===== src/lavm_pkg.sv =====
// Shared widths, types and helpers for the look-at matrix block.
// No dependencies.
`timescale 1ns / 1ps

package lavm_pkg;

    localparam int FRAC_BITS   = 16;
    localparam int WORD_W      = 32;
    localparam int DIFF_W      = WORD_W + 1;
    localparam int FWD_W       = FRAC_BITS + 2;     // holds +/- 1.0
    localparam int PROD_W      = WORD_W + FWD_W;
    localparam int CR_W        = PROD_W + 1;
    localparam int MAG_W       = CR_W;
    localparam int RED_W       = 30;                // reduced magnitude width
    localparam int SUM_W       = 2 * RED_W + 2;
    localparam int ROOT_W      = RED_W + 1;
    localparam int NUM_W       = ROOT_W + FRAC_BITS;
    localparam int QUO_W       = FRAC_BITS + 1;
    localparam int QCNT_W      = $clog2(QUO_W);
    localparam int QUEUE_DEPTH = 2;
    localparam int QPTR_W      = $clog2(QUEUE_DEPTH);

    localparam logic [WORD_W-1:0] ONE_WORD = WORD_W'(64'd1 << FRAC_BITS);

    typedef enum logic [1:0] {
        ROW_RIGHT = 2'd0,
        ROW_Y     = 2'd1,
        ROW_FWD   = 2'd2,
        ROW_EYE   = 2'd3
    } row_t;

    typedef struct packed {
        logic [2:0][WORD_W-1:0] eye;
        logic [2:0][DIFF_W-1:0] diff;
        logic [2:0][WORD_W-1:0] up;
        logic                   diff_zero;
    } item_t;

    typedef struct packed {
        logic                 start;
        logic [2:0][CR_W-1:0] vec;
    } norm_req_t;

    typedef struct packed {
        logic                  done;
        logic                  zero;
        logic [2:0][FWD_W-1:0] comp;
    } norm_res_t;

    function automatic logic [WORD_W-1:0] sat_word(input logic signed [CR_W-1:0] v);
        logic signed [CR_W-1:0] hi;
        logic signed [CR_W-1:0] lo;
        logic [WORD_W-1:0]      r;
        hi = CR_W'({1'b0, {(WORD_W-1){1'b1}}});
        lo = ~hi;
        if (v > hi)
            r = hi[WORD_W-1:0];
        else if (v < lo)
            r = lo[WORD_W-1:0];
        else
            r = v[WORD_W-1:0];
        return r;
    endfunction

endpackage


===== src/lavm_front.sv =====
// Front end: takes a command word, forms eye - target, flags eye == target.
// Depends on lavm_pkg.
`timescale 1ns / 1ps

module lavm_front (
    input  logic                          clk,
    input  logic                          rst_n,
    input  logic                          start,
    output logic                          busy,
    input  logic [lavm_pkg::WORD_W-1:0]   eye_x,
    input  logic [lavm_pkg::WORD_W-1:0]   eye_y,
    input  logic [lavm_pkg::WORD_W-1:0]   eye_z,
    input  logic [lavm_pkg::WORD_W-1:0]   target_x,
    input  logic [lavm_pkg::WORD_W-1:0]   target_y,
    input  logic [lavm_pkg::WORD_W-1:0]   target_z,
    input  logic [lavm_pkg::WORD_W-1:0]   up_x,
    input  logic [lavm_pkg::WORD_W-1:0]   up_y,
    input  logic [lavm_pkg::WORD_W-1:0]   up_z,
    input  logic                          full,
    output logic                          push,
    output lavm_pkg::item_t               item
);
    import lavm_pkg::*;

    item_t item_reg;
    item_t item_next;
    logic  valid_reg;
    logic  valid_next;
    logic  accept;

    assign busy   = valid_reg & full;
    assign accept = start & ~busy;
    assign push   = valid_reg & ~full;
    assign item   = item_reg;

    always_comb
    begin
        item_next         = item_reg;
        item_next.eye     = {eye_z, eye_y, eye_x};
        item_next.up      = {up_z, up_y, up_x};
        item_next.diff[0] = {eye_x[WORD_W-1], eye_x} - {target_x[WORD_W-1], target_x};
        item_next.diff[1] = {eye_y[WORD_W-1], eye_y} - {target_y[WORD_W-1], target_y};
        item_next.diff[2] = {eye_z[WORD_W-1], eye_z} - {target_z[WORD_W-1], target_z};
        item_next.diff_zero = (eye_x == target_x) && (eye_y == target_y)
                              && (eye_z == target_z);
        if (!accept)
            item_next = item_reg;
        valid_next = accept | (valid_reg & full);
    end

    always_ff @(posedge clk or negedge rst_n)
    begin
        if (!rst_n)
            valid_reg <= 1'b0;
        else
            valid_reg <= valid_next;
    end

    always_ff @(posedge clk)
    begin
        item_reg <= item_next;
    end

endmodule


===== config.mk =====
export PLATFORM = sky130hd
export DESIGN_NAME = lavm_front
export DESIGN_NICKNAME = d
export VERILOG_FILES = /design/src/lavm_pkg.sv /design/src/lavm_front.sv
export SDC_FILE = /design/constraint.sdc
export NUM_CORES = 1
export LEC_CHECK = 0
export ABC_AREA = 1
export BUFFER_PORTS_ARGS = -buffer_cell sky130_fd_sc_hd__buf_4
export CORE_AREA = 2 2 231 233
export CTS_BUF_LIST = sky130_fd_sc_hd__clkbuf_4 sky130_fd_sc_hd__clkbuf_8 sky130_fd_sc_hd__clkbuf_16
export DETAILED_ROUTE_END_ITERATION = 12
export DIE_AREA = 0 0 233 235
export PLACE_DENSITY = 0.58
export SLEW_MARGIN = 40
export SYNTH_ARGS = -nofsm -noshare
export SYNTH_HDL_FRONTEND = slang
export SYNTH_SLANG_ARGS = --single-unit

===== constraint.sdc =====
create_clock -name clk -period 36.4 [get_ports clk]
set_input_delay 7.28 -clock clk [delete_from_list [all_inputs] [get_ports clk]]
set_output_delay 7.28 -clock clk [all_outputs]
set_load 0.05 [all_outputs]

Word level (Yosys, flattened, before mapping):

Cells that the tools add are included.

* bitwise gates (word level): 6
* multipliers: 0
* eq/ne operators: 3
* multiplexer cells: 0
* shift operators: 0
* order comparisons: 0
* reduce and logical (&&, ||, !) cells: 2
* add/subtract/negate cells: 3
* divide/modulo/power cells: 0

Operators with widths (count)
* 32-bit by 32-bit subtractor with 33-bit output: 3
* 32-bit == test: 3
* 1-bit AND: 3
* 1-bit logical AND: 2
* 1-bit inverter: 2
* 1-bit OR: 1

* memories kept: 0
* bits in read-only memories: 0
* RAM bits: 0
* latch bits: 0
* register bits: 293
* logic and storage cells: 25
* output and inout port bits: 294

Depth between registers and ports, before layout:

Gate-level depths: netlist (run 1).

* word-level depth: 4
* mapped depth: 14
* gate-level depth less buffers: 14

Worst setup path before layout (run 1):

Ideal clock, no wire load.

* kind: input to register
* from: input full
* to: register item_reg, in the netlist item[0], enable pin
* path buffers: 0
* stages: 3
* data arrival time: 19.750 ns
* path slack: 15.697 ns
* data required time: 35.448 ns
* cells stage by stage: nand2_1 > inv_1 > nor2_1

* longest elaborated chain between the ends: 3

Ends and longest elaborated chain
* from (decl): RTL line lavm_front.sv:19 `input logic full,`
* 1-bit AND: RTL line lavm_front.sv:31 `assign busy = valid_reg & full;`
* via busy: RTL line lavm_front.sv:9 `output logic busy,`
* 1-bit inverter: RTL line lavm_front.sv:32 `assign accept = start & ~busy;`
* 1-bit AND: RTL line lavm_front.sv:32
* via accept: RTL line lavm_front.sv:29 `logic accept;`
* to (signal assigned): RTL line lavm_front.sv:61 `item_reg <= item_next;`
* to (decl): RTL line lavm_front.sv:25 `item_t item_reg;`

The timed path passes the listed nets, and every way through them passes these cells.
A chain may end at the register's enable or synchronous reset.

Worst setup path in the final report (run 1):

* from: input full
* to: output busy

* longest elaborated chain between the ends: 1

Ends and longest elaborated chain (RTL line)
* 1-bit AND: lavm_front.sv:31
* to (decl): lavm_front.sv:9

Every way passes these cells.

==> results of run 1 <==
==> path summary, 6_finish.rpt <==
kind | from | end
min in group asynchronous | rst_n | valid_reg
setup reg to reg | valid_reg | item[126]
hold reg to reg | valid_reg | valid_reg
max in group asynchronous | rst_n | valid_reg
setup / recovery | full | busy
hold / removal | valid_reg | valid_reg
==> worst max-delay path, delay by kind of cell <==
family        cells  cell delay (ps)
buf+inv           3              400
simple gates      1               50
==> through the flow <==
| step | total power [mW] | hold slack [ps] | cells |
|---|---|---|---|
| 3_3_place_gp | 0.7089 | 486.7 | 3259 |
| 2_1_floorplan | 0.6110 | 459.3 | 1984 |
| 3_5_place_dp | 0.7108 | 490.7 | 3259 |
| 4_1_cts | 1.090 | 506.1 | 3327 |
| 5_1_grt | 1.126 | 525.8 | 3330 |
| 6_report | 1.077 | 513.1 | 3331 |
==> kinds of logic after synthesis <==
kind of cell	after synthesis
flip-flops	293
AO/OA/AOI/OAI	67
AND/OR/NAND/NOR	1002
XOR/XNOR	45
adder cells (fa/ha/maj)	99
buffers and inverters	478
==> final cells by class <==
| class | instances | area, µm² |
|---|---|---|
| fillers | 5246 | 28990 |
| repair buffers | 589 | 4458 |
| diodes | 3 | 7.507 |
| multi-input cells | 1213 | 6098 |
| flip-flops and latches | 293 | 8793 |
| well taps | 688 | 860.8 |
| clock buffers | 45 | 1021 |
| clock inverters | 23 | 211.5 |
| inverters | 477 | 1790 |
==> placed cells by master, fill, tap and decap left out <==
cell        count
clkbuf_4        6
buf_12          1
buf_6           1
edfxtp_1      292
ha_1           96
clkbuf_16      39
nor3_1          7
o21bai_1        3
nor2_2          5
and2_1          6
diode_2         3
nand4_1        13
xor2_1         37
xnor2_1         8
a21oi_2         1
nand3_1        70
nor4_2          1
inv_6           1
fa_1            3
dfrtp_1         1
clkinv_2        6
nor2_4          2
clkinvlp_4      2
nand2_2        36
or2_1           5
buf_16          1
nand2_4         1
inv_1         477
a21oi_1        60
buf_4         586
nor2_1        122
a21o_1          3
nand3_2         6
bufinv_16       4
nand2_1       728
clkinv_1       10
==> power by group <==
part / leakage, nW / total [mW] / internal [mW] / switching, mW
Combinational: 8.93 / 0.289 / 0.0914 / 0.197
Clock: 0.609 / 0.375 / 0.228 / 0.147
Sequential: 2.80 / 0.413 / 0.405 / 0.00807
Total: 12.3 / 1.08 / 0.724 / 0.353
==> metal layers <==
layer / up-vias / GRT usage (%) / routed length [µm]
met4: 4 / 4.825 / 1111
met5: - / 0 / 27
li1: 7385 / - / -
met1: 6640 / 23.17 / 22340
met3: 65 / 6.068 / 4683
met2: 472 / 39.76 / 30840
==> flow_metrics.py, run 1 <==
metrics = {
    "yosys": {
        "yosysSeqAreaShare_pct": 52.71,
        "synthSimpleGateAreaFrac_pct": 24.47,
        "synth_xor_area_share_pct": 2.363,
        "synthTopCellsByArea": "edfxtp_1 53%, nand2_1 16%, inv_1 11%",
        "syn_inst": 1984,
        "synth_area_per_cell_um2": 8.408,
        "synth_mux_area_share_pct": 0,
        "synth-edff-count": 292,
        "synth_area_mm2": 0.01668,
        "synth.top_cell.area_share_pct": 52.56,
        "synthTopCellsByCount": "728 x nand2_1, 477 x inv_1, 292 x edfxtp_1",
        "synth_seq_cells": 293,
        "async_flop_share_pct": 0.3413,
        "synth_fp_nets": 2375,
        "synth_cell_types": 25,
        "synth_ff_type": "edfxtp_1",
        "ys_warn_count": 0,
        "yosysMostFrequentCell": "nand2_1",
        "synth_top_family_by_area": "simple AND/OR/NAND/NOR gates",
        "yosys.area_share.adder_pct": 7.560,
        "synth_compound_area_share_pct": 2.123,
        "synth_top_cell_by_area": "edfxtp_1",
    },
    "critical_path": {
        "crit_required_ps": 29120,
        "critPathMaxFanout": 2,
        "r2r_cells": 6,
        "cp-end-kind": "output port",
        "startpoint_type": "primary input",
        "crit_arrival_ps": 7740,
        "cp_common_cell": "buf_4",
        "cpPeakStageDelay_ps": 210,
        "slowest_stage": "buf_4",
        "critPathKind": "in -> out",
        "r2r_slack_ps": 33780,
        "cp_cell_sequence": "buf_4 > nand2_1 > inv_1 > buf_4",
    },
    "worst_hold_path": {
        "hold_class": "reg -> reg",
        "holdPathStages": 2,
    },
    "detailed_routing": {
        "drcViolationCount": 0,
        "vias": 14570,
        "drt_wl_total_um": 59010,
        "drt_iter0_markers": 675,
        "firstDrtPassIters": 5,
        "viasPerCell": 4.373,
        "ant_nets": 0,
        "wl_per_cell_um": 17.71,
    },
    "clock_tree": {
        "insertion_delay_ps": 550,
        "cts_resized": 0,
        "cts_sinks": 293,
        "cts_hold_buf": 0,
        "numCtsBuffers": 37,
        "path_clk_slew_ps": 60,
        "post-cts-setup-buffer-count": 0,
        "clk_path_buf_depth": 3,
        "root_buffer": "clkbuf_16",
        "cts_tree": "done",
        "cts_max_level": 2,
    },
    "timing": {
        "fmax_mhz": 66.57,
        "slew_violations": 0,
        "worst_pin_slew_ps": 807.6,
        "hold_viol": 0,
        "rsz0062_at_grt": "false",
        "slew_headroom_pct": 46.16,
        "fin_crit_sh_pct": 41.27,
        "period_minus_slack_ps": 15020,
        "setup_ws_ps": 21380,
        "finalSetupTns_ps": 0,
        "setup_violations": 0,
        "worst_clock_skew_ps": 11.96,
    },
    "die": {
        "die_y_um": 235,
        "die_w_um": 233,
        "io_pins": 586,
        "die-area_mm2": 0.05476,
        "core_mm2": 0.05224,
        "initial_core_util_pct": 31.94,
        "num_rows": 84,
    },
    "layout": {
        "final_util_pct": 44.49,
        "syn_to_final_growth_pct": 39.32,
        "drive_gt1_share_pct": 26.48,
        "final_area_mm2": 0.02324,
        "fin_nets": 3002,
        "largest_reg_flops": 292,
    },
    "global_routing": {
        "grt_max_degree": 168,
        "grt_pass1_vias": 14750,
        "grt_pass1_wl_um": 87130,
        "grtUsageTotal_pct": 21.15,
        "gr-total-overflow": 0,
        "antenna_found_initial": 5,
    },
    "placed_design": {
        "portBuffers": 585,
        "place_area_mm2": 0.02197,
        "dp_hpwl_um": 49630,
        "place_ws_ps": 21380,
        "gp_congestion": 0.9229,
    },
    "flow_run": {
        "cap_viol_max_count": 0,
    },
    "run_status": {
        "status": "completed",
    },
    "power": {
        "p_leak_nw": 12.34,
        "cellPowerDensity_mw_per_mm2": 46.35,
        "peakVddDrop_mv": 0.03347,
    },
}
Power figures use the tool's default switching activity.
==> run 2: changes to the inputs <==
--- a/config.mk
+++ b/config.mk
@@ -5,13 +5,13 @@
 export SDC_FILE = /design/constraint.sdc
 export NUM_CORES = 1
 export LEC_CHECK = 0
-export ABC_AREA = 1
+export ABC_AREA = 0
 export BUFFER_PORTS_ARGS = -buffer_cell sky130_fd_sc_hd__buf_4
-export CORE_AREA = 2 2 231 233
+export CORE_AREA = 2 2 229 231
 export CTS_BUF_LIST = sky130_fd_sc_hd__clkbuf_4 sky130_fd_sc_hd__clkbuf_8 sky130_fd_sc_hd__clkbuf_16
 export DETAILED_ROUTE_END_ITERATION = 12
-export DIE_AREA = 0 0 233 235
-export PLACE_DENSITY = 0.58
+export DIE_AREA = 0 0 231 233
+export PLACE_DENSITY = 0.55
 export SLEW_MARGIN = 40
 export SYNTH_ARGS = -nofsm -noshare
 export SYNTH_HDL_FRONTEND = slang
==> constraint.sdc (replaced) <==
create_clock -name clk -period 15 [get_ports clk]
set_input_delay 3 -clock clk [delete_from_list [all_inputs] [get_ports clk]]
set_output_delay 3 -clock clk [all_outputs]
set_load 0.05 [all_outputs]
==> run 2 against run 1 <==
Sequential power is 140% higher. Clock skew is 10 ps higher. Total power is 140% higher. First-iteration DRC count is 38% lower. Wire length is 18% lower.
==> flow_metrics.py, run 2 <==
metrics = {
    "run_status": {
        "status": "completed",
    },
    "placed_design": {
        "place_ws_ps": 8491,
        "portBuffers": 585,
        "post-place-cells": 2423,
        "dp_hpwl_um": 39130,
        "gp_congestion": 0.8405,
    },
    "layout": {
        "fin_nets": 2172,
        "final_util_pct": 41.09,
        "fillers": 5012,
        "syn_to_final_growth_pct": 44.07,
        "final_common_cell": "buf_4",
        "drive_gt1_share_pct": 36.82,
        "largest_reg_flops": 292,
        "stdcell_count": 2491,
        "mostFrequentLayoutCells": "586 x buf_4, 292 x edfxtp_1, 139 x inv_1, 96 x ha_1, 93 x a21oi_1",
    },
    "yosys": {
        "synth_area_per_cell_um2": 12.42,
        "syn_inst": 1173,
        "synth_top_cell_by_area": "edfxtp_1",
        "synth_area_mm2": 0.01457,
        "yosysSeqAreaShare_pct": 60.35,
        "synth_top_family_by_area": "compound AO/OA/AOI/OAI gates",
        "yosysMostFrequentCell": "edfxtp_1",
        "ys_warn_count": 0,
        "synth_fp_nets": 1564,
        "synth_xor_area_share_pct": 4.628,
        "synth_cell_types": 70,
        "async_flop_share_pct": 0.3413,
        "synth.top_cell.area_share_pct": 60.18,
        "synthSimpleGateAreaFrac_pct": 9.102,
        "yosys.area_share.adder_pct": 8.655,
        "synth_compound_area_share_pct": 12.85,
        "synthTopCellsByCount": "292 x edfxtp_1, 139 x inv_1, 96 x ha_1",
        "synth_mux_area_share_pct": 0.2834,
        "synthTopCellsByArea": "edfxtp_1 60%, ha_1 8.2%, inv_1 3.6%",
        "synth_ff_type": "edfxtp_1",
        "synth_seq_cells": 293,
        "synth-edff-count": 292,
    },
    "worst_hold_path": {
        "min_from": "valid_reg",
        "holdPathStages": 2,
        "whs_endpoint": "valid_reg",
        "hold_class": "reg -> reg",
    },
    "global_routing": {
        "grt_pass1_wl_um": 69680,
        "grtUsageTotal_pct": 17.18,
        "antenna_found_initial": 3,
        "gr-total-overflow": 0,
        "grt_max_degree": 87,
        "grt_pass1_vias": 11440,
    },
    "clock_tree": {
        "cts_resized": 0,
        "post-cts-setup-buffer-count": 0,
        "path_clk_slew_ps": 60,
        "cts_tree": "done",
        "cts_sinks": 293,
        "clk_path_buf_depth": 3,
        "insertion_delay_ps": 560,
        "cts_hold_buf": 0,
        "root_buffer": "clkbuf_16",
        "numCtsBuffers": 36,
        "cts_max_level": 2,
    },
    "timing": {
        "fin_crit_sh_pct": 43.36,
        "hold_viol": 0,
        "slew_violations": 0,
        "period_minus_slack_ps": 6504,
        "slew_headroom_pct": 46.70,
        "fmax_mhz": 153.8,
        "worst_clock_skew_ps": 22.28,
        "whs_ps": 721.2,
        "setup_violations": 0,
        "setup_ws_ps": 8496,
        "rsz0062_at_grt": "false",
        "finalSetupTns_ps": 0,
        "worst_pin_slew_ps": 799.4,
    },
    "die": {
        "core_mm2": 0.05109,
        "num_rows": 83,
        "die_w_um": 231,
        "io_pins": 586,
        "die-area_mm2": 0.05382,
        "die_y_um": 233,
        "initial_core_util_pct": 28.52,
    },
    "detailed_routing": {
        "ant_nets": 0,
        "vias": 11420,
        "wl_per_cell_um": 19.43,
        "drt_iter0_markers": 417,
        "firstDrtPassIters": 4,
        "drt_wl_total_um": 48400,
        "viasPerCell": 4.586,
        "drcViolationCount": 0,
    },
    "critical_path": {
        "crit_required_ps": 12000,
        "startpoint_type": "primary input",
        "timing.rr.start": "valid_reg",
        "critPathMaxFanout": 3,
        "critPathKind": "in -> out",
        "r2r_slack_ps": 11650,
        "r2r_cells": 6,
        "reg2reg_to": "item[233]",
        "cp-end-kind": "output port",
        "crit_arrival_ps": 3500,
    },
    "power": {
        "cellPowerDensity_mw_per_mm2": 121.0,
        "peakVddDrop_mv": 0.09285,
        "p_leak_nw": 9.238,
    },
    "flow_run": {
        "cap_viol_max_count": 0,
    },
}
run 2: cell count changes after synthesis, moves of 19 or more:
| cell | previous run | this run |
|---|---|---|
| nor2_1 | 123 | 61 |
| xor2_1 | 37 | 18 |
| inv_1 | 477 | 139 |
| o21ai_0 | 0 | 41 |
| a21o_1 | 3 | 55 |
| nand2_1 | 728 | 55 |
| xnor2_1 | 8 | 59 |
| a21oi_1 | 60 | 93 |
| nand2_2 | 36 | 0 |
| nand3_1 | 70 | 25 |
run 2: per-stage QoR:
| stage | total power, mW | area, µm² |
|---|---|---|
| floorplan | 1.456 | 14570 |
| CTS | 2.578 | 20980 |
| detailed placement | 1.684 | 19810 |
| global route | 2.650 | 20990 |
| global placement | 1.678 | 19780 |
| finish | 2.539 | 20990 |
run 2: worst max-delay path: stages:
cell	delay, ps
buf_4	90
and2_1	190
buf_4	230
run 2: worst max-delay path by stage:
stage | startpoint | to | slack (ps) | cells after the start
floorplan | full | item[0] | 3530 | 2
global placement | full | busy | 8490 | 3
detailed placement | full | busy | 8490 | 3
CTS | full | busy | 8490 | 3
global route | full | busy | 8460 | 3
finish | full | busy | 8500 | 3
run 2: per-layer routing:
layer | vias up | track usage [%] | wire length (µm)
met5 | - | 0 | 13
met4 | 2 | 4.052 | 855
li1 | 5562 | - | -
met3 | 55 | 5.919 | 4161
met2 | 373 | 29.93 | 24050
met1 | 5431 | 20.29 | 19320
run 2: logic make-up (layout without fill, tap and decap cells):
family,Yosys count,count (layout)
AOI/OAI and AO/OA,282,282
xor gates and xnor gates,77,77
adders and majority gates,99,99
buffers and inverters,158,794
DFF,293,293
muxes,4,4
other,0,2
and+or+nand+nor,260,260
run 2: layout make-up:
class	instances	area [µm²]	area share, %
antenna	2	5.005	0.02384
clock buffer	45	968.4	4.613
clock inverter	21	206.4	0.9834
inverter	139	521.8	2.485
multi-input combinational	722	5189	24.72
sequential	293	8793	41.89
tap	680	850.8	4.053
timing repair buffer	589	4458	21.24
run 2: where the power goes:
part | leakage [nW] | total [mW] | internal (mW) | switching, mW
registers | 2.79 | 1.00 | 0.986 | 0.0180
clock network | 0.593 | 0.878 | 0.515 | 0.363
logic | 5.85 | 0.658 | 0.229 | 0.429
total | 9.24 | 2.54 | 1.73 | 0.810
