**config.mk**
```make
export PLATFORM = sky130hd
export DESIGN_NAME = lavm_queue
export DESIGN_NICKNAME = d
export VERILOG_FILES = /design/src/lavm_pkg.sv /design/src/lavm_queue.sv
export SDC_FILE = /design/constraint.sdc
export NUM_CORES = 1
export LEC_CHECK = 0
export BUFFER_PORTS_ARGS = -buffer_cell sky130_fd_sc_hd__clkbuf_2
export CORE_MARGIN = 3
export CORE_UTILIZATION = 35
export DETAILED_ROUTE_END_ITERATION = 10
export GPL_TIMING_DRIVEN = 0
export PLACE_DENSITY = 0.68
export RECOVER_POWER = 50
export SLEW_MARGIN = 20
export SYNTH_ARGS = -nofsm -noshare
export SYNTH_HDL_FRONTEND = slang
export SYNTH_SLANG_ARGS = --single-unit
```
**constraint.sdc**
```tcl
create_clock -name clk -period 20.5 [get_ports clk]
set_clock_uncertainty 0.05 [all_clocks]
set_input_delay 4.1 -clock clk [delete_from_list [all_inputs] [get_ports clk]]
set_output_delay 4.1 -clock clk [all_outputs]
set_load 0.005 [all_outputs]
```
**src/lavm_pkg.sv**
```systemverilog
// Shared widths, types and helpers for the look-at matrix block.
// No dependencies.
`timescale 1ns / 1ps

package lavm_pkg;

    localparam int FRAC_BITS   = 16;
    localparam int WORD_W      = 32;
    localparam int DIFF_W      = WORD_W + 1;
    localparam int FWD_W       = FRAC_BITS + 2;     // holds +/- 1.0
    localparam int PROD_W      = WORD_W + FWD_W;
    localparam int CR_W        = PROD_W + 1;
    localparam int MAG_W       = CR_W;
    localparam int RED_W       = 30;                // reduced magnitude width
    localparam int SUM_W       = 2 * RED_W + 2;
    localparam int ROOT_W      = RED_W + 1;
    localparam int NUM_W       = ROOT_W + FRAC_BITS;
    localparam int QUO_W       = FRAC_BITS + 1;
    localparam int QCNT_W      = $clog2(QUO_W);
    localparam int QUEUE_DEPTH = 2;
    localparam int QPTR_W      = $clog2(QUEUE_DEPTH);

    localparam logic [WORD_W-1:0] ONE_WORD = WORD_W'(64'd1 << FRAC_BITS);

    typedef enum logic [1:0] {
        ROW_RIGHT = 2'd0,
        ROW_Y     = 2'd1,
        ROW_FWD   = 2'd2,
        ROW_EYE   = 2'd3
    } row_t;

    typedef struct packed {
        logic [2:0][WORD_W-1:0] eye;
        logic [2:0][DIFF_W-1:0] diff;
        logic [2:0][WORD_W-1:0] up;
        logic                   diff_zero;
    } item_t;

    typedef struct packed {
        logic                 start;
        logic [2:0][CR_W-1:0] vec;
    } norm_req_t;

    typedef struct packed {
        logic                  done;
        logic                  zero;
        logic [2:0][FWD_W-1:0] comp;
    } norm_res_t;

    function automatic logic [WORD_W-1:0] sat_word(input logic signed [CR_W-1:0] v);
        logic signed [CR_W-1:0] hi;
        logic signed [CR_W-1:0] lo;
        logic [WORD_W-1:0]      r;
        hi = CR_W'({1'b0, {(WORD_W-1){1'b1}}});
        lo = ~hi;
        if (v > hi)
            r = hi[WORD_W-1:0];
        else if (v < lo)
            r = lo[WORD_W-1:0];
        else
            r = v[WORD_W-1:0];
        return r;
    endfunction

endpackage

```
**src/lavm_queue.sv**
```systemverilog
// Short queue of classified words between front and back end.
// Depends on lavm_pkg.
`timescale 1ns / 1ps

module lavm_queue (
    input  logic            clk,
    input  logic            rst_n,
    input  logic            push,
    input  lavm_pkg::item_t din,
    output logic            full,
    input  logic            pop,
    output logic            empty,
    output lavm_pkg::item_t head
);
    import lavm_pkg::*;

    item_t             mem_reg [QUEUE_DEPTH];
    logic [QPTR_W-1:0] wr_ptr_reg;
    logic [QPTR_W-1:0] rd_ptr_reg;
    logic [QPTR_W:0]   count_reg;
    logic [QPTR_W:0]   count_next;

    assign full  = (count_reg == (QPTR_W+1)'(QUEUE_DEPTH));
    assign empty = (count_reg == '0);
    assign head  = mem_reg[rd_ptr_reg];

    always_comb
    begin
        count_next = count_reg;
        if (push && !pop)
            count_next = count_reg + 1'b1;
        else if (pop && !push)
            count_next = count_reg - 1'b1;
    end

    always_ff @(posedge clk or negedge rst_n)
    begin
        if (!rst_n)
        begin
            wr_ptr_reg <= '0;
            rd_ptr_reg <= '0;
            count_reg  <= '0;
        end
        else
        begin
            if (push)
                wr_ptr_reg <= wr_ptr_reg + 1'b1;
            if (pop)
                rd_ptr_reg <= rd_ptr_reg + 1'b1;
            count_reg <= count_next;
        end
    end

    always_ff @(posedge clk)
    begin
        if (push)
            mem_reg[wr_ptr_reg] <= din;
    end

endmodule

```
* Yosys cells after proc, flatten, opt, wreduce, memory -nomap -nowiden *
Memory sizes are Yosys's and may differ from the RTL's.
Index checks and enable logic that the tools add are counted.
Widths: inputs -> output; s select.

cells by class
  add/subtract/negate cells = 4
  eq/ne operators = 1
  muxes and demuxes = 4
  reductions and logical operators = 6

operators by type and width
  cell                 count
  $mux 2               2
  $add 1x1->1 const B  2
  $add 2x1->2 const B  1
  $eq 2x2->1 const B   1
  $logic_and 1x1->1    2
  $logic_not 1->1      2
  $logic_not 2->1      1
  $mux 1               2
  $reduce_bool 2->1    1
  $sub 2x1->2 const B  1

storage, ports and cells
  flip-flop bits (word level) = 4
  RAM bits = 584
  input bits = 296
  output and inout bits = 294
  memories = 1

memory list
  memory   words  width  rd ports  clocked after memory_dff  write ports  RTL line          RTL
  mem_reg  2      292    1         0                         1            lavm_queue.sv:17  item_t mem_reg [QUEUE_DEPTH];

* Logic depth before layout (Yosys ltp) *
Gate-level depths: netlist (run 1).

  word-level depth = 4
  gate-level depth with buffers = 5
  depth with buffers taken out = 5

* Least setup slack after synthesis (run 1) *
No wires, ideal clock.

  path kind = input port to flip-flop
  start = input port push
  end = memory mem_reg[0][0] (netlist name) (enable)
  data arrival time = 16.653 ns
  path slack = 2.811 ns
  stages = 1
  buffers on the path = 0
  cells stage by stage = nor2b_1

on the way
  word-level cells in the longest chain between the ends = 2

RTL lines
  element                       RTL line          RTL
  start: declaration            lavm_queue.sv:8   input logic push,
  $mux 1                        lavm_queue.sv:56  if (push)
  $mux 1 (not written as such)  lavm_queue.sv:57  mem_reg[wr_ptr_reg] <= din;
  end: declaration              lavm_queue.sv:17

No other way between the ends.

* Worst setup path in the final report (run 1) *
  start = input port push
  end = memory mem_reg[1][93] (netlist name) (enable)

The elaborated chain is that of the path after synthesis.

==> results of run 1 <==
==> path summary, 6_finish.rpt <==
path / from / to / slack, ps
min: wr_ptr_reg$_DFFE_PN0P_ / wr_ptr_reg$_DFFE_PN0P_ / 440
max in group asynchronous: rst_n / count_reg[1]$_DFFE_PN0P_ / 16920
max: push / mem_reg[1][93]$_DFFE_PP_ / 11870
max reg2reg: wr_ptr_reg$_DFFE_PN0P_ / mem_reg[1][93]$_DFFE_PP_ / 15190
min in group asynchronous: rst_n / rd_ptr_reg$_DFFE_PN0P_ / 3280
min reg2reg: wr_ptr_reg$_DFFE_PN0P_ / wr_ptr_reg$_DFFE_PN0P_ / 440
==> routing by layer <==
metal	track usage	wire, um
met1	0.155	17800
met2	0.251	25500
met3	0.0562	4890
met4	0.0506	1440
met5	0	27
==> stage by stage <==
| step | TNS (ps) | total power [uW] | std cells |
|---|---|---|---|
| final | 0 | 3980 | 2491 |
| after global routing | 0 | 4170 | 2490 |
| after CTS | 0 | 4060 | 2487 |
| after detailed placement | 0 | 2990 | 2379 |
| after global placement | -1383240 | 3080 | 2360 |
| after floorplan | 0 | 2550 | 925 |
==> worst max-delay path, cell delays in order <==
cell      delay, ps
clkbuf_1        160
and2_0          310
clkbuf_1       2130
clkbuf_1       1700
buf_16          340
==> cell usage after synthesis <==
cell type,number
and2_1,1
buf_12,1
buf_2,2
buf_6,19
buf_8,11
dfrtp_1,4
edfxtp_1,584
ha_1,1
inv_1,1
mux2_2,22
mux2_4,270
nor2_1,2
nor2b_1,2
xnor2_1,1
xor2_1,4
==> layout make-up <==
class                           instances  area [sq um]  share of cell area
Antenna cell                            4          10.0            0.000352
Buffer                                 33           409              0.0144
Clock buffer                           72          1590              0.0558
Clock inverter                         36           305              0.0107
Inverter                                1          3.75            0.000132
Multi-Input combinational cell        303          4380               0.154
Sequential cell                       588         17600               0.620
Tap cell                              846          1060              0.0372
Timing Repair Buffer                  608          3050               0.107
==> kinds of logic (layout without fill, tap and decap cells) <==
family,Yosys count,after routing,share of synthesized area
simple gates,5,5,0.00117
buf+inv,34,750,0.0184
xor+xnor,5,5,0.00195
fa+ha+maj,1,1,0.000558
other cells,0,4,0
flops,588,588,0.786
mux,292,292,0.192
==> where the power goes <==
group / leakage [uW] / total, uW / switching, uW / internal [uW]
Combinational: 0.00448 / 1280 / 602 / 680
Sequential: 0.00553 / 1650 / 53.1 / 1600
Clock: 0.000919 / 1050 / 436 / 610
==> metrics.txt, run 1 <==
status complete, but fails checks; failing checks max-capacitance violations, max-slew violations; CP required ~21,000 ps; DR DRC count 0; antenna viol nets, final 0; Synth area leader edfxtp_1; die area 67,200 sq um; DIE WIDTH 259 um; Final Hold Fails 0; placed cell areas 26,900 sq um; Syn Inst Count 925; Power Dens Cells ~140 nW/um^2; total grt overflow 0; Setup Viol. Count Final 0; CTS tree built; core area 63,200 sq um; CP Data Arrival Time 8840 ps; GP Congestion 0.777; cell chosen for the clock root clkbuf_16; final design area excluding fillers ~28,000 sq um; row cnt 92; clk_lat worst skew 590 ps; leakage 0.0109 uW; worst slack, placed ~14,000 ps; Worst-path clk slew about 60 ps; post-DP HPWL 36,100 um; crit share post-route 0.421; antenna violations before repair 7; syn_nets 1,222; Tmin final 8630 ps; total track usage 0.142; Routed WL 49,700 um; commonest cells after routing, fill and taps aside edfxtp_1 (584), clkbuf_2 (352), mux2_4 (270), clkbuf_1 (247), clkbuf_16 (61); number of vias per cell 4.48; Port Buffers 589; PostCTS Resize Cnt 0; Rel. slew slack -1.04; Max Fclk 116 MHz; worst setup margin 11,870 ps; post-CTS setup buffers 0; WL/cell 19.9 um; vias in the first global route 11,928; mean post-synth cell area 24.3 sq um; Starting Density 0.355; sequential share of the synthesized area 0.786; via count approximately 11,000; first-pass GRT wire length 72,600 um; most common cell after layout, fill and taps aside edfxtp_1; worst setup path category input pin to flop; Max-Cap Viols 4; crit path capture type flop; I/O Pins 590; Hold Buf Count CTS 0; Initial DRT Pass Iterations 5; FF+latch count, synth roughly 600; flip-flop count of the largest register after layout a little under 600; Fillers 5,531; fin nets roughly 1,900; Final Slew Violations 163; top-area cell type share of the netlist area 0.782; CP Launch Type input pin; layout cells sized above 1 0.473; Warnings, synthesis 0; Area Growth Syn to Fin 26.8%; Synth Cell Area approximately 22,000 sq um; synth top area cells edfxtp_1 (78%), mux2_4 (18%), mux2_2 (1.1%), buf_6 (0.95%), buf_8 (0.74%); hold slack 437 ps; VDD IR max just under 100 uV; die height 259 um; number of cells on the worst hold path 1; RSZ-0062 raised after global routing no; Clock Path Buffers 3; pin slew with the least headroom to its limit approximately 3100 ps; # H-tree levels 2; crit path max fanout 53; total CTS buffers 60; R2R depth 4; HP Class flop to flop; starting DRC count in detailed routing 603; Netlist cell types 15; clock sinks 588; largest net degree at the start of global routing 54; post-layout util 0.450
No activity file was read; power rests on OpenSTA's default activity.
==> run 2: changes to the inputs <==
Clock period 20.5 ns to 8.4 ns, I/O delays scaled along.
==> run 2 against run 1 <==
Compared with the run above:
- the run still ends with max-capacitance violations, max-slew violations left
- global-route usage is 0.20 points lower
- first-iteration DRC count decreased by 20%
- non-clock buffer count unchanged
- clock power is 140% higher
- count of clock-buffer cells in the layout rose by 3
- critical path depth did not move
- critical path type unchanged
- highest routed layer unchanged
==> metrics.txt, run 2 (synthesis results as in run 1) <==
worst slack, placed 4670 ps (-9140 ps); Initial DRT Pass Iterations 5 (unchanged); most common cell after layout, fill and taps aside edfxtp_1; crit path capture type flop; clock sinks 588 (unchanged); first-pass GRT wire length 71,500 um (-1.5%); VDD IR max 226 uV (+130%); crit path max fanout 52 (-1.9%); Max-Cap Viols 3 (-1); clk_lat worst skew 580 ps (about the same); Starting Density 0.355 (unchanged); Fin Setup TNS 0 ps (unchanged); Final Slew Violations 121 (-26%); row cnt 92 (unchanged); number of cells on the worst hold path 1 (unchanged); slowest CP cell clkbuf_1; R2R depth 4 (unchanged); Fillers 5,481 (-0.90%); core area 63,200 sq um (unchanged); I/O Pins 590 (unchanged); fin nets 1,891 (-0.053%); PostCTS Resize Cnt 0 (unchanged); crit share post-route 0.642; CTS tree built; Worst R2R End mem_reg[1][276]$_DFFE_PP_; HP Class flop to flop; WP buf/inv 4 (unchanged); post-DP HPWL 35,700 um (-1.3%); worst setup margin 3010 ps (-8860 ps); post-CTS setup buffers 0 (unchanged); Setup Viol. Count Final 0 (unchanged); Max Fclk 185 MHz; status complete, but fails checks; post-layout util 0.449 (-0.00107); antenna violations before repair 6 (-1); pin slew with the least headroom to its limit 3120 ps (+67.5 ps); # H-tree levels 2 (unchanged); r2r startpoint wr_ptr_reg$_DFFE_PN0P_; R2R Setup Slk 3920 ps (-11,270 ps); Tmin final 5390 ps; Area Growth Syn to Fin 26.5%; vias in the first global route 11,996 (+0.57%); die area 67,200 sq um (unchanged); commonest cells after routing, fill and taps aside edfxtp_1 (584), clkbuf_2 (368), mux2_4 (270), clkbuf_1 (239), clkbuf_16 (61); cell chosen for the clock root clkbuf_16; Crit path largest cell delay 2260 ps (+130 ps); DR DRC count 0 (unchanged); antenna viol nets, final 0 (unchanged); number of vias per cell 4.42 (-1.2%); Hold Buf Count CTS 0 (unchanged); die height 259 um (unchanged); DIE WIDTH 259 um (unchanged); WL/cell 19.8 um (-0.80%); Port Buffers 589 (unchanged); CP top delay family buffers and inverters; via count 10,991 (-1.4%); dpl cells 2,379 (unchanged); Final Hold Fails 0 (unchanged); total grt overflow 0 (unchanged); CP Launch Type input pin; RSZ-0062 raised after global routing no; post-route non-filler standard cell count 2,484 (-0.28%); Power, Total 9690 uW (+140%); leakage 0.0109 uW (about the same); crit-path cells clkbuf_1 -> and2_0 -> clkbuf_1 -> buf_12 -> buf_16; flip-flop count of the largest register after layout 584 (unchanged); total track usage 0.140 (-0.00203); Power Dens Cells 341 nW/um^2 (+140%); GP Congestion 0.782 (+0.63%); Clock Path Buffers 3 (unchanged); worst setup path category input pin to flop; CP required 8620 ps (-12,090 ps); layout cells sized above 1 0.480 (+0.00724); Routed WL 49,100 um (-1.1%); CP Data Arrival Time 5610 ps (-3230 ps); total CTS buffers 59 (-1.7%); Worst-path clk slew 60 ps (about the same); start point of the worst min-delay path count_reg[1]$_DFFE_PN0P_; starting DRC count in detailed routing 482 (-20%); worst hold endpoint count_reg[1]$_DFFE_PN0P_; failing checks max-capacitance violations, max-slew violations; CP most frequent cell clkbuf_1; largest net degree at the start of global routing 53 (-1.9%); Rel. slew slack -1.08 (-0.0450)
==> run 2: cell types whose count changed in the layout (fill, tap and decap cells not counted), sizes merged <==
cell,previous run,this run
clkinv,25,18
clkbuf,662,668
buf,51,48
bufinv,5,7
clkinvlp,4,2
inv,3,1
diode,4,3
==> run 2: area by class of cell <==
| class | instances | area [sq um] | share of cell area |
|---|---|---|---|
| inverters | 1 | 3.75 | 0.000132 |
| clock inverters | 27 | 308 | 0.0108 |
| plain buffers | 33 | 409 | 0.0144 |
| repair buffers | 608 | 2990 | 0.105 |
| diodes | 3 | 7.51 | 0.000265 |
| flip-flops and latches | 588 | 17600 | 0.621 |
| multi-input cells | 303 | 4380 | 0.154 |
| well taps | 846 | 1060 | 0.0373 |
| clock buffers | 75 | 1580 | 0.0556 |
==> run 2: worst max path at each step <==
stage | start | end | slack [ps] | depth (start not counted)
2_1_floorplan | push | mem_reg[0][0]$_DFFE_PP_ | 1870 | 1
3_3_place_gp | push | mem_reg[0][221]$_DFFE_PP_ | -640 | 2
3_5_place_dp | push | mem_reg[0][255]$_DFFE_PP_ | 4670 | 8
4_1_cts | rd_ptr_reg$_DFFE_PN0P_ | head[106] | 4460 | 5
5_1_grt | push | mem_reg[1][221]$_DFFE_PP_ | 2690 | 5
6_report | push | mem_reg[1][276]$_DFFE_PP_ | 3010 | 5
==> run 2: stage by stage <==
step	hold slack, ps	cell area (sq um)
CTS	451	28800
finish	448	28400
global placement	426	26400
floorplan	406	22400
detailed placement	442	26900
global route	478	28400
==> run 2: power breakdown <==
part / switching, uW / internal [uW] / leakage, uW
clock network: 1030 / 1530 / 0.000917
logic: 1460 / 1640 / 0.00449
registers: 130 / 3900 / 0.00553
==> run 2: metal layers <==
layer  GRT usage  vias up  wire (um)
li1            -     5029          -
met1       0.151     5417      17500
met2       0.248      445      25100
met3      0.0554       94       5010
met4      0.0531        6       1450
met5           0        -         44
==> run 3: changes to the inputs <==
Settings changed: ABC_AREA set to 1, PLACE_DENSITY 0.68 to 0.7.
Clock period 8.4 ns to 4.95 ns, I/O delays scaled along.
==> run 3 against run 2 <==
Compared with the run above:
- the run still ends with max-capacitance violations, max-slew violations left
- count of clock-buffer cells in the layout stayed put
- critical path type unchanged
- register-to-register slack worse by 2300 ps
- critical path depth rose by 2
- clock power up 74%
- global-route usage is 0.24 points higher
- sequential power up 69%
- synthesized cell count increased by 0.97%
- via count grew 1.7%
- flip-flop and latch count is the same
- wire length increased by 1.4%
- total power rose by 72%
- die area about the same
==> metrics.txt, run 3 <==
status complete, but fails checks; failing checks max-capacitance violations, max-slew violations; Max-Cap Viols 3 (unchanged); crit-path cells clkbuf_1 -> nand2_8 -> clkinvlp_2 -> clkbuf_1 -> buf_12 -> buf_12 -> buf_12; Top FF cell, synth edfxtp_1; post-DP HPWL 37,100 um (+4.1%); RSZ-0062 raised after global routing no; syn_nets 1,231 (+0.74%); Clock Path Buffers 3 (unchanged); EDFF count, synth 584 (unchanged); VDD IR max 381 uV (+68%); via count 11,176 (+1.7%); simple-gate area share of the yosys netlist 0.00184 (+0.000668); Worst-path clk slew 60 ps (about the same); # H-tree levels 2 (unchanged); CP top delay family buffers and inverters; Rel. slew slack -0.0816 (+0.998); starting DRC count in detailed routing 555 (+15%); post-route non-filler standard cell count 2,513 (+1.2%); post-CTS setup buffers 0 (unchanged); FF+latch count, synth 588 (unchanged); commonest cells after routing, fill and taps aside edfxtp_1 (584), clkbuf_2 (370), mux2_4 (270), clkbuf_1 (234), clkbuf_16 (63); antenna viol nets, final 0 (unchanged); crit path max fanout 33 (-37%); Synth Area in XOR/XNOR 0.00117 (-0.000782); largest family of logic cells by synthesized area multiplexers; dpl cells 2,393 (+0.59%); PostCTS Resize Cnt 0 (unchanged); post-layout util 0.453 (+0.00379); synth top area cells edfxtp_1 (78%), mux2_4 (18%), mux2_2 (1.1%), buf_6 (0.95%), buf_8 (0.74%); ys async rst share 0.00680 (unchanged); pin slew with the least headroom to its limit 1620 ps (-1500 ps); antenna violations before repair 7 (+1); Power Dens Cells 580 nW/um^2 (+70%); CP most frequent cell buf_12; total track usage 0.143 (+0.00242); Port Buffers 589 (unchanged); most frequent cells after synthesis edfxtp_1 (584), mux2_4 (270), mux2_2 (22); Netlist cell types 16 (+1); Tmin final 3740 ps; HP Class input pin to async pin; leading cell type by number of instances after synthesis edfxtp_1; core area 63,300 sq um (+0.18%); Routed WL 49,800 um (+1.4%); row cnt 92 (unchanged); Crit path largest cell delay 1170 ps (-1090 ps); most common cell after layout, fill and taps aside edfxtp_1; Hold Buf Count CTS 0 (unchanged); Starting Density 0.355 (about the same); DIE WIDTH 259 um (about the same); crit path capture type flop; die area 67,200 sq um (about the same); leakage 0.0111 uW (+1.4%); first-pass GRT wire length 72,600 um (+1.6%); final design area excluding fillers 28,700 sq um (+1.0%); Post-Synth Adder-Cell Area 0.000557 (about the same); WP buf/inv 6 (+2); crit share post-route 0.756; clk_lat worst skew 600 ps (+20 ps); slowest CP cell clkbuf_1; Final Hold Fails 0 (unchanged); Warnings, synthesis 0 (unchanged); layout cells sized above 1 0.486 (+0.00633); cell chosen for the clock root clkbuf_16; Final Slew Violations 58 (-52%); clock sinks 588 (unchanged); Max Fclk 267 MHz; fin nets 1,907 (+0.85%); WL/cell 19.8 um (+0.22%); total CTS buffers 61 (+3.4%); CP Data Arrival Time 3980 ps (-1630 ps); die height 259 um (about the same); complex-gate fraction of the synthesized area 0 (unchanged); top-area cell type share of the netlist area 0.781 (about the same); sequential share of the synthesized area 0.785 (about the same); CP Launch Type input pin; Setup Viol. Count Final 0 (unchanged); number of vias per cell 4.45 (+0.51%); Synth Cell Area 22,500 sq um (about the same); total grt overflow 0 (unchanged); GP Congestion 0.788 (+0.72%); CTS tree built; post-synthesis mux area share 0.192 (about the same); Area Growth Syn to Fin 27.7%; vias in the first global route 11,996 (unchanged); Initial DRT Pass Iterations 5 (unchanged); largest net degree at the start of global routing 34 (-36%); DR DRC count 0 (unchanged); Fin Setup TNS 0 ps (unchanged); placed cell areas 27,000 sq um (+0.40%); Synth area leader edfxtp_1; mean post-synth cell area 24.0 sq um (-0.88%); worst setup path category input pin to flop; CP required 5190 ps (-3430 ps); flip-flop count of the largest register after layout 584 (unchanged); Syn Inst Count 934 (+0.97%); I/O Pins 590 (unchanged)
[run 3: worst paths after layout]
path / from / endpoint / slack (ps) / cells past startpoint
min in group clk: count_reg[1]$_DFFE_PN0P_ / count_reg[1]$_DFFE_PN0P_ / 460 / 2
setup reg to reg: wr_ptr_reg$_DFFE_PN0P_ / mem_reg[1][123]$_DFFE_PP_ / 1630 / 6
hold reg to reg: count_reg[1]$_DFFE_PN0P_ / count_reg[1]$_DFFE_PN0P_ / 460 / 2
setup / recovery: push / mem_reg[1][123]$_DFFE_PP_ / 1210 / 7
hold / removal: rst_n / count_reg[1]$_DFFE_PN0P_ / 160 / 1
max in group asynchronous: rst_n / rd_ptr_reg$_DFFE_PN0P_ / 4490 / 1
[run 3: cells by family after synthesis]
family	Yosys count
fa+ha+maj	1
mux	292
buf+inv	40
simple gates	10
xor+xnor	3
flops	588
[run 3: worst reg2reg max path: cells and delay by family, from the launching register on]
family | cells | cell delay (ps)
buffers and inverters | 5 | 2400
flip-flops | 1 | 470
AND/OR/NAND/NOR | 1 | 60
[run 3: layout make-up]
class,count,area [sq um]
timing repair buffer,613,3140
clock inverter,39,353
sequential,588,17600
multi-input combinational,306,4400
fill,5546,34600
buffer,33,408
tap,846,1060
inverter,7,40.0
antenna,6,15.0
clock buffer,75,1620
[run 3: metrics by stage]
stage	setup WS, ps	hold slack [ps]	power (uW)
after floorplan	-898	413	10300
after global placement	-3830	451	12400
after detailed placement	1720	448	12500
after CTS	1750	89.2	17000
after global routing	967	147	17400
final	1210	162	16600
[run 3: power by group]
| group | internal, uW | switching, uW |
|---|---|---|
| registers | 6590 | 224 |
| clock network | 2630 | 1810 |
| logic | 2850 | 2520 |
| total | 12100 | 4560 |
[run 3: per-layer routing]
| layer | wire, um | GRT usage | vias to the layer above |
|---|---|---|---|
| met5 | 13 | 0 | - |
| met4 | 1900 | 0.0589 | 2 |
| met3 | 4690 | 0.0510 | 106 |
| met2 | 25800 | 0.254 | 447 |
| met1 | 17400 | 0.153 | 5523 |
| li1 | - | - | 5098 |
